### src/rtl/core/lmp_pkg.sv
// Shared constants, types and elaboration-time tables for the lock-in magnitude/phase block.
package lmp_pkg;

  localparam int SUM_WIDTH     = 64;
  localparam int CORDIC_STAGES = 24;
  localparam int REF_AMPLITUDE = 16384;

  localparam int GAIN_W     = 18;
  localparam logic [GAIN_W-1:0] GAIN_RESET = 18'd69649;
  localparam int ANG_W      = 42;      // degrees Q32, holds +-280 deg
  localparam int PH_W       = 25;      // degrees Q16 output
  localparam int MAG_W      = 32;
  localparam int NUM_SHIFT  = 29;      // numerator scale before the division
  localparam int KREF_W     = 48;      // k_q31 * REF_AMPLITUDE
  localparam int DEN_W      = KREF_W + 32;
  localparam int PROD_W     = 63 + GAIN_W;
  localparam int PHASE_LIMIT = 11796480;

  localparam logic signed [ANG_W-1:0] ANG_180 = ANG_W'(64'd180 << 32);

  // atan(2^-i) in degrees Q32, same series and truncation as the fixed-point spec
  function automatic logic [63:0] atan_deg(input int stage);
    logic [63:0] sum;
    logic [63:0] term;
    logic [63:0] rad;
    int e;
    sum = '0;
    if (stage == 0) return 64'd45 << 32;
    for (int k = 0; k < 31; k++) begin
      e = 60 - stage * (2 * k + 1);
      if (e >= 0) begin
        term = (64'd1 << e) / 64'(2 * k + 1);
        sum = k[0] ? sum - term : sum + term;
      end
    end
    rad = sum >> 28;
    return (rad * 64'd3845054675) >> 26;
  endfunction

  // CORDIC gain in Q31: floor(sqrt(2^62 * prod(1 + 2^-2i)))
  function automatic logic [63:0] calc_k();
    logic [63:0] p;
    logic [63:0] res;
    logic [63:0] bitv;
    p = 64'd1 << 62;
    for (int i = 0; i < CORDIC_STAGES; i++) begin
      if (2 * i < 64) p = p + (p >> (2 * i));
    end
    res = '0;
    bitv = 64'd1 << 62;
    for (int j = 0; j < 32; j++) begin
      if (p >= res + bitv) begin
        p = p - (res + bitv);
        res = (res >> 1) + bitv;
      end else begin
        res = res >> 1;
      end
      bitv = bitv >> 2;
    end
    return res;
  endfunction

  localparam logic [63:0] K_Q31     = calc_k();
  localparam logic [63:0] KREF_FULL = K_Q31 * 64'(REF_AMPLITUDE);
  localparam logic [KREF_W-1:0] KREF = KREF_FULL[KREF_W-1:0];

  typedef struct packed {
    logic             cnt_err;
    logic             zero_vec;
    logic [DEN_W-1:0] den;
  } lmp_side_t;

  typedef struct packed {
    logic signed [63:0]      x;
    logic signed [63:0]      y;
    logic signed [ANG_W-1:0] z;
    lmp_side_t               side;
  } lmp_vec_t;

endpackage

### src/rtl/core/lmp_front.sv
// Input conditioning: sign extension, half-plane fold, and divisor product.
module lmp_front (
  input  logic               clk,
  input  logic               rst,
  input  logic               adv,
  input  logic               in_valid,
  input  logic signed [63:0] in_phase_sum,
  input  logic signed [63:0] quadrature_sum,
  input  logic [31:0]        sample_count,
  output logic               out_valid,
  output lmp_pkg::lmp_vec_t  out_vec
);
  localparam int AW = lmp_pkg::ANG_W;

  logic signed [63:0] xs_ext, ys_ext, xs, ys;
  logic signed [63:0] x_fold, y_fold;
  logic signed [AW-1:0] z_init;

  logic               s1_valid;
  logic signed [63:0] s1_x, s1_y;
  logic signed [AW-1:0] s1_z;
  logic               s1_cnt_err, s1_zero;
  logic [63:0]        s1_pp_lo;
  logic [47:0]        s1_pp_hi;

  always_comb begin
    xs_ext = 64'(signed'(in_phase_sum[lmp_pkg::SUM_WIDTH-1:0]));
    ys_ext = 64'(signed'(quadrature_sum[lmp_pkg::SUM_WIDTH-1:0]));
    xs = xs_ext >>> 2;
    ys = ys_ext >>> 2;
    // left half-plane: rotate by 180 and preload the angle
    if (xs[63]) begin
      x_fold = -xs;
      y_fold = -ys;
      z_init = ys[63] ? -lmp_pkg::ANG_180 : lmp_pkg::ANG_180;
    end else begin
      x_fold = xs;
      y_fold = ys;
      z_init = '0;
    end
  end

  always_ff @(posedge clk) begin
    if (rst) begin
      s1_valid  <= 1'b0;
      out_valid <= 1'b0;
    end else if (adv) begin
      s1_valid  <= in_valid;
      out_valid <= s1_valid;
    end
  end

  always_ff @(posedge clk) begin
    if (adv) begin
      s1_x       <= x_fold;
      s1_y       <= y_fold;
      s1_z       <= z_init;
      s1_cnt_err <= (sample_count == 32'd0);
      s1_zero    <= (xs == 64'sd0) && (ys == 64'sd0);
      s1_pp_lo   <= sample_count * lmp_pkg::KREF[31:0];
      s1_pp_hi   <= sample_count * lmp_pkg::KREF[lmp_pkg::KREF_W-1:32];
      out_vec.x             <= s1_x;
      out_vec.y             <= s1_y;
      out_vec.z             <= s1_z;
      out_vec.side.cnt_err  <= s1_cnt_err;
      out_vec.side.zero_vec <= s1_zero;
      out_vec.side.den      <= lmp_pkg::DEN_W'(s1_pp_lo) + {s1_pp_hi, 32'd0};
    end
  end
endmodule

### config.mk
export PLATFORM = sky130hd
export DESIGN_NAME = lmp_front
export DESIGN_NICKNAME = d
export VERILOG_FILES = /design/src/rtl/core/lmp_pkg.sv /design/src/rtl/core/lmp_front.sv
export SDC_FILE = /design/constraint.sdc
export NUM_CORES = 1
export LEC_CHECK = 0
export ABC_AREA = 0
export BUFFER_PORTS_ARGS = -buffer_cell sky130_fd_sc_hd__buf_2
export CAP_MARGIN = 10
export CORE_MARGIN = 1.5
export CORE_UTILIZATION = 30
export DETAILED_ROUTE_END_ITERATION = 7
export SETUP_SLACK_MARGIN = 0.02
export SYNTH_ARGS = -nofsm -noshare
export SYNTH_HDL_FRONTEND = slang
export SYNTH_SLANG_ARGS = --single-unit
### constraint.sdc
create_clock -name clk -period 8.4 [get_ports clk]
set_input_delay 1.68 -clock clk [delete_from_list [all_inputs] [get_ports clk]]
set_output_delay 1.68 -clock clk [all_outputs]
set_load 0.01 [all_outputs]
# [Word-level counts from Yosys, hierarchy flattened]
# Index checks and enable logic that the tools add are counted.
[totals] reg_bits=519 wordCells=28 out_inout_bits=253
[classes] mul=2 n_addsub=3 n_reduce_logical=4 n_mux=3
[op_table] op="$logic_not A64 Y1" n=2
[op_table] op="$neg A62 Y64" n=2
[op_table] op="$add A63 B78 Y79" n=1
[op_table] op="$mux W64" n=1
[op_table] op="$mux W61" n=1
[op_table] op="$mul A32 B16 Y48 const B" n=1
[op_table] op="$mul A32 B13 Y45 const B" n=1
[op_table] op="$mux W42" n=1
[op_table] op="$logic_not A32 Y1" n=1
[op_table] op="$logic_and A1 B1 Y1" n=1

# [Longest topological paths before layout]
[logic_depth] ltp_word=2 mapped_depth=21

# [Least setup slack after synthesis]
# No wires, ideal clock.
[synth_path] path_kind="input port to flip-flop" start="input port sample_count[5]" end="register s1_pp_hi[44], data pin" path_buffers=1 setup_ns=0.271 arrival_ns=6.504 path_slack_ns=1.625 path_stages=19 path_cell_list="inv_1 -> ha_1 -> fa_1 -> fa_1 -> fa_1 -> inv_1 -> fa_1 -> inv_1 -> ha_1 -> clkbuf_1 -> a21o_1 -> a21oi_1 -> o21ai_0 -> o31ai_1 -> a21oi_1 -> a21oi_1 -> nor4_1 -> a2111oi_0 -> xnor2_1"
[synth_via] elab_chain_len=1
[synth_rtl] item="start, declared" line_no="lmp_front.sv:9" source="input logic [31:0] sample_count,"
[synth_rtl] item="$mul A32 B13 Y45" line_no="lmp_front.sv:61" source="s1_pp_hi <= sample_count * lmp_pkg::KREF[lmp_pkg::KREF_W-1:32];"
[synth_rtl] item="end signal, assigned" line_no="lmp_front.sv:61"
[synth_rtl] item="end, declared" line_no="lmp_front.sv:24" source="logic [47:0] s1_pp_hi;"
# Every way passes these cells.
# A chain may end at the register's enable or synchronous reset.

# [Worst setup path in the final report]
[layout_path] start="input port sample_count[2]" end="register s1_pp_hi[45], data pin"
# Same word-level chain as after synthesis.

==> flow_metrics.tcl <==
set metrics [dict create \
    leakage_nw 17.1 \
    tritoncts "yes" \
    cpMostUsedCell "inv_1" \
    slowest_stage "o311ai_0" \
    synth_top_area_frac 0.385 \
    rr_startpoint "s1_pp_hi[1]$_DFFE_PP_" \
    gr-usage-all-layers 0.144 \
    worst_hold_slack_ps 414 \
    synth_edf_count 422 \
    required_ps 8760 \
    clockBufferDepth 3 \
    grt_overflow 0 \
    slew_violations 0 \
    place_congestion 0.835 \
    drive_above_1_share 0.148 \
    grt_max_degree 147 \
    path_max_fanout 9 \
    fin_crit_ps 7250 \
    cts_resized 0 \
    grt_use_met3 0.0244 \
    start_kind "primary input" \
    finalHoldViolations 0 \
    synthCells 2849 \
    avgRoutedWirePerCell_um 17.5 \
    grt_pass1_wl_um 125000 \
    power_density_nw_per_um2 367 \
    hold_depth 0 \
    path_clk_slew_ps 60 \
    synth-main-ff-cell "edfxtp_1" \
    yosys_warnings 0 \
    skew_ps 45.4 \
    yosysTopAreaCell "edfxtp_1" \
    synthArstFlopShare 0 \
    vias 21600 \
    area_growth_pct 15.1 \
    reg2regPathDepth 12 \
    finalCritPeriodShare 0.863 \
    worstSetupEndpointType "register" \
    rows 121 \
    multi_input_area_um2 17800 \
    gr-max-usage-layer "met2" \
    r2r_setup_slack_ps 4840 \
    relSlewSlack 0.379 \
    final_nets 4070 \
    grt_setup_unrepaired "false" \
    cts-htree-levels 2 \
    finalPower_mw 13.9 \
    grt_pass1_vias 21900 \
    root_buffer "clkbuf_16" \
    dieHeight_um 334 \
    status "completed" \
    antenna_found_initial 7 \
    worstHoldStart "s1_y[2]$_DFFE_PP_" \
    syn_avg_cell_area_um2 11.5 \
    synth-seq-cells 424 \
    die_w_um 334 \
    ys_seq_area_frac 0.387 \
    worstSkewPairLatency_ps 610 \
    use_met2 0.258 \
    hold_path_end "out_vec[126]$_DFFE_PP_" \
    met1_usage 0.178 \
    cap_violations 0 \
    portBuffers 362 \
    fmax_mhz 138 \
    crit_chain "buf_2, inv_1, ha_1, inv_1, fa_1, inv_1, fa_1, fa_1, inv_1, fa_1, inv_1, ha_1, and3_1, o21ai_0, a21oi_1, o311ai_0, a31oi_1, a31oi_1, o21ai_0, a21oi_1, xnor2_1" \
    finish.utilization 0.348 \
    slowest_delay_ps 810 \
    dr.pass1.iters 5 \
    synth_cell_type_count 72 \
    die_area_um2 112000 \
    initialDrtViolationCount 1066 \
    cp.arrival_ps 7620 \
    finalSetupTns_ps 0 \
    hold_path_class "reg -> reg" \
    antenna_left 0 \
    cts.sink_count 424 \
    synthTopCellsByArea "edfxtp_1 (39%), ha_1 (17%), fa_1 (15%), inv_1 (5.8%), xnor2_1 (5.1%)" \
    place_hpwl_um 64700 \
    r2r_end "out_vec[77]$_DFFE_PP_" \
    irDropWorstVdd_uv 188 \
    worstMarginPinSlew_ps 920 \
    synth_area_um2 32900 \
    cts_hold_buf 0 \
    post_cts_buffers 0 \
    regArea_um2 12700 \
    numCtsBuffers 47 \
    routed_wl_um 81800 \
    drt-vias-per-instance 4.62 \
    num-fill-cells 10900 \
    start_util 0.302 \
    ios 417 \
    finalSetupViolCount 0 \
    drc 0 \
    path_class "in -> reg" \
    fp.coreArea_um2 109000 \
]
## cells in the final DEF, fill, tap and decap left out, types with 22 or more instances in the layout
| master | count |
|---|---|
| inv_1 | 508 |
| ha_1 | 444 |
| edfxtp_1 | 422 |
| buf_2 | 360 |
| fa_1 | 242 |
| xnor2_1 | 193 |
| nand2_1 | 130 |
| a21oi_1 | 110 |
| o21ai_0 | 104 |
| nor2_1 | 98 |
| a21o_1 | 65 |
| conb_1 | 52 |
| clkbuf_16 | 47 |
| o31ai_1 | 40 |
| xor2_1 | 40 |
| nand3_1 | 28 |
| nand4_1 | 28 |
| nand2b_1 | 22 |
## stage by stage
| stage | cells | worst slack, ps | instance area [µm²] |
|---|---|---|---|
| after floorplan | 2900 | 1630 | 33100 |
| after global placement | 4585 | 563 | 36200 |
| after detailed placement | 4585 | 564 | 36200 |
| after CTS | 4671 | 1250 | 37800 |
| after global routing | 4671 | 944 | 37800 |
| final | 4673 | 1150 | 37900 |
## final cells by class
| class | instances | share of cell area |
|---|---|---|
| antenna | 2 | 0.000132 |
| clock buffer | 50 | 0.0316 |
| inverter | 508 | 0.0504 |
| clock inverter | 36 | 0.0119 |
| tap | 1414 | 0.0467 |
| timing repair buffer | 380 | 0.0524 |
| sequential | 424 | 0.336 |
| multi-input combinational | 1859 | 0.471 |
## power breakdown
group          internal [mW]  total (mW)  leakage, nW  switching (mW)
Sequential              3.25        3.41         4.15           0.163
Combinational           3.23        8.31         12.1            5.08
Clock                   1.27        2.18        0.784           0.913
## per-layer routing
layer / up-vias / wire, µm
li1: 10400 / -
met1: 10500 / 34900
met2: 548 / 40300
met3: 112 / 4430
met4: 0 / 2180
met5: - / 0
## state kept, by name, indices dropped and copies added, names as in the netlist
signal      count
s1_pp_lo       47
s1_zero         1
s1_valid        1
out_valid       1
out_vec       197
s1_cnt_err      1
s1_pp_hi       45
s1_z            3
s1_x           64
s1_y           64
## cells in the mapped netlist (20+ instances only)
cell,instances
edfxtp_1,422
nor2_1,98
nand3_1,28
clkbuf_1,51
buf_4,55
a21o_1,65
nand2_1,130
fa_1,242
o31ai_1,40
xnor2_1,193
xor2_1,40
o41ai_1,20
nand2b_1,22
a21oi_1,110
inv_1,508
ha_1,444
nand4_1,28
nor3_1,20
o21ai_0,104
## worst max path at each step
stage	from	end	slack, ps	cells past startpoint
global placement	sample_count[2]	s1_pp_hi[45]$_DFFE_PP_	560	21
detailed placement	sample_count[2]	s1_pp_hi[45]$_DFFE_PP_	560	21
floorplan	sample_count[5]	s1_pp_hi[44]$_DFFE_PP_	1630	19
global route	sample_count[5]	s1_pp_hi[44]$_DFFE_PP_	940	21
CTS	sample_count[2]	s1_pp_hi[45]$_DFFE_PP_	1250	21
finish	sample_count[2]	s1_pp_hi[45]$_DFFE_PP_	1150	21
## worst max-delay path, delay by kind of cell
family | cells | cell delay [ps]
AO/OA/AOI/OAI | 7 | 2280
XOR/XNOR | 1 | 80
adder cells (fa/ha/maj) | 6 | 2740
buffers and inverters | 6 | 580
AND/OR/NAND/NOR | 1 | 240
## cell families after synthesis
| logic type | share of synthesized area |
|---|---|
| xor gates and xnor gates | 0.0621 |
| AOI/OAI and AO/OA | 0.0879 |
| muxes | 0.000913 |
| other | 0.000114 |
| adders and majority gates | 0.316 |
| buffers and inverters | 0.0768 |
| DFF | 0.387 |
| and+or+nand+nor | 0.0692 |
No activity file was read; power rests on OpenSTA's default activity.
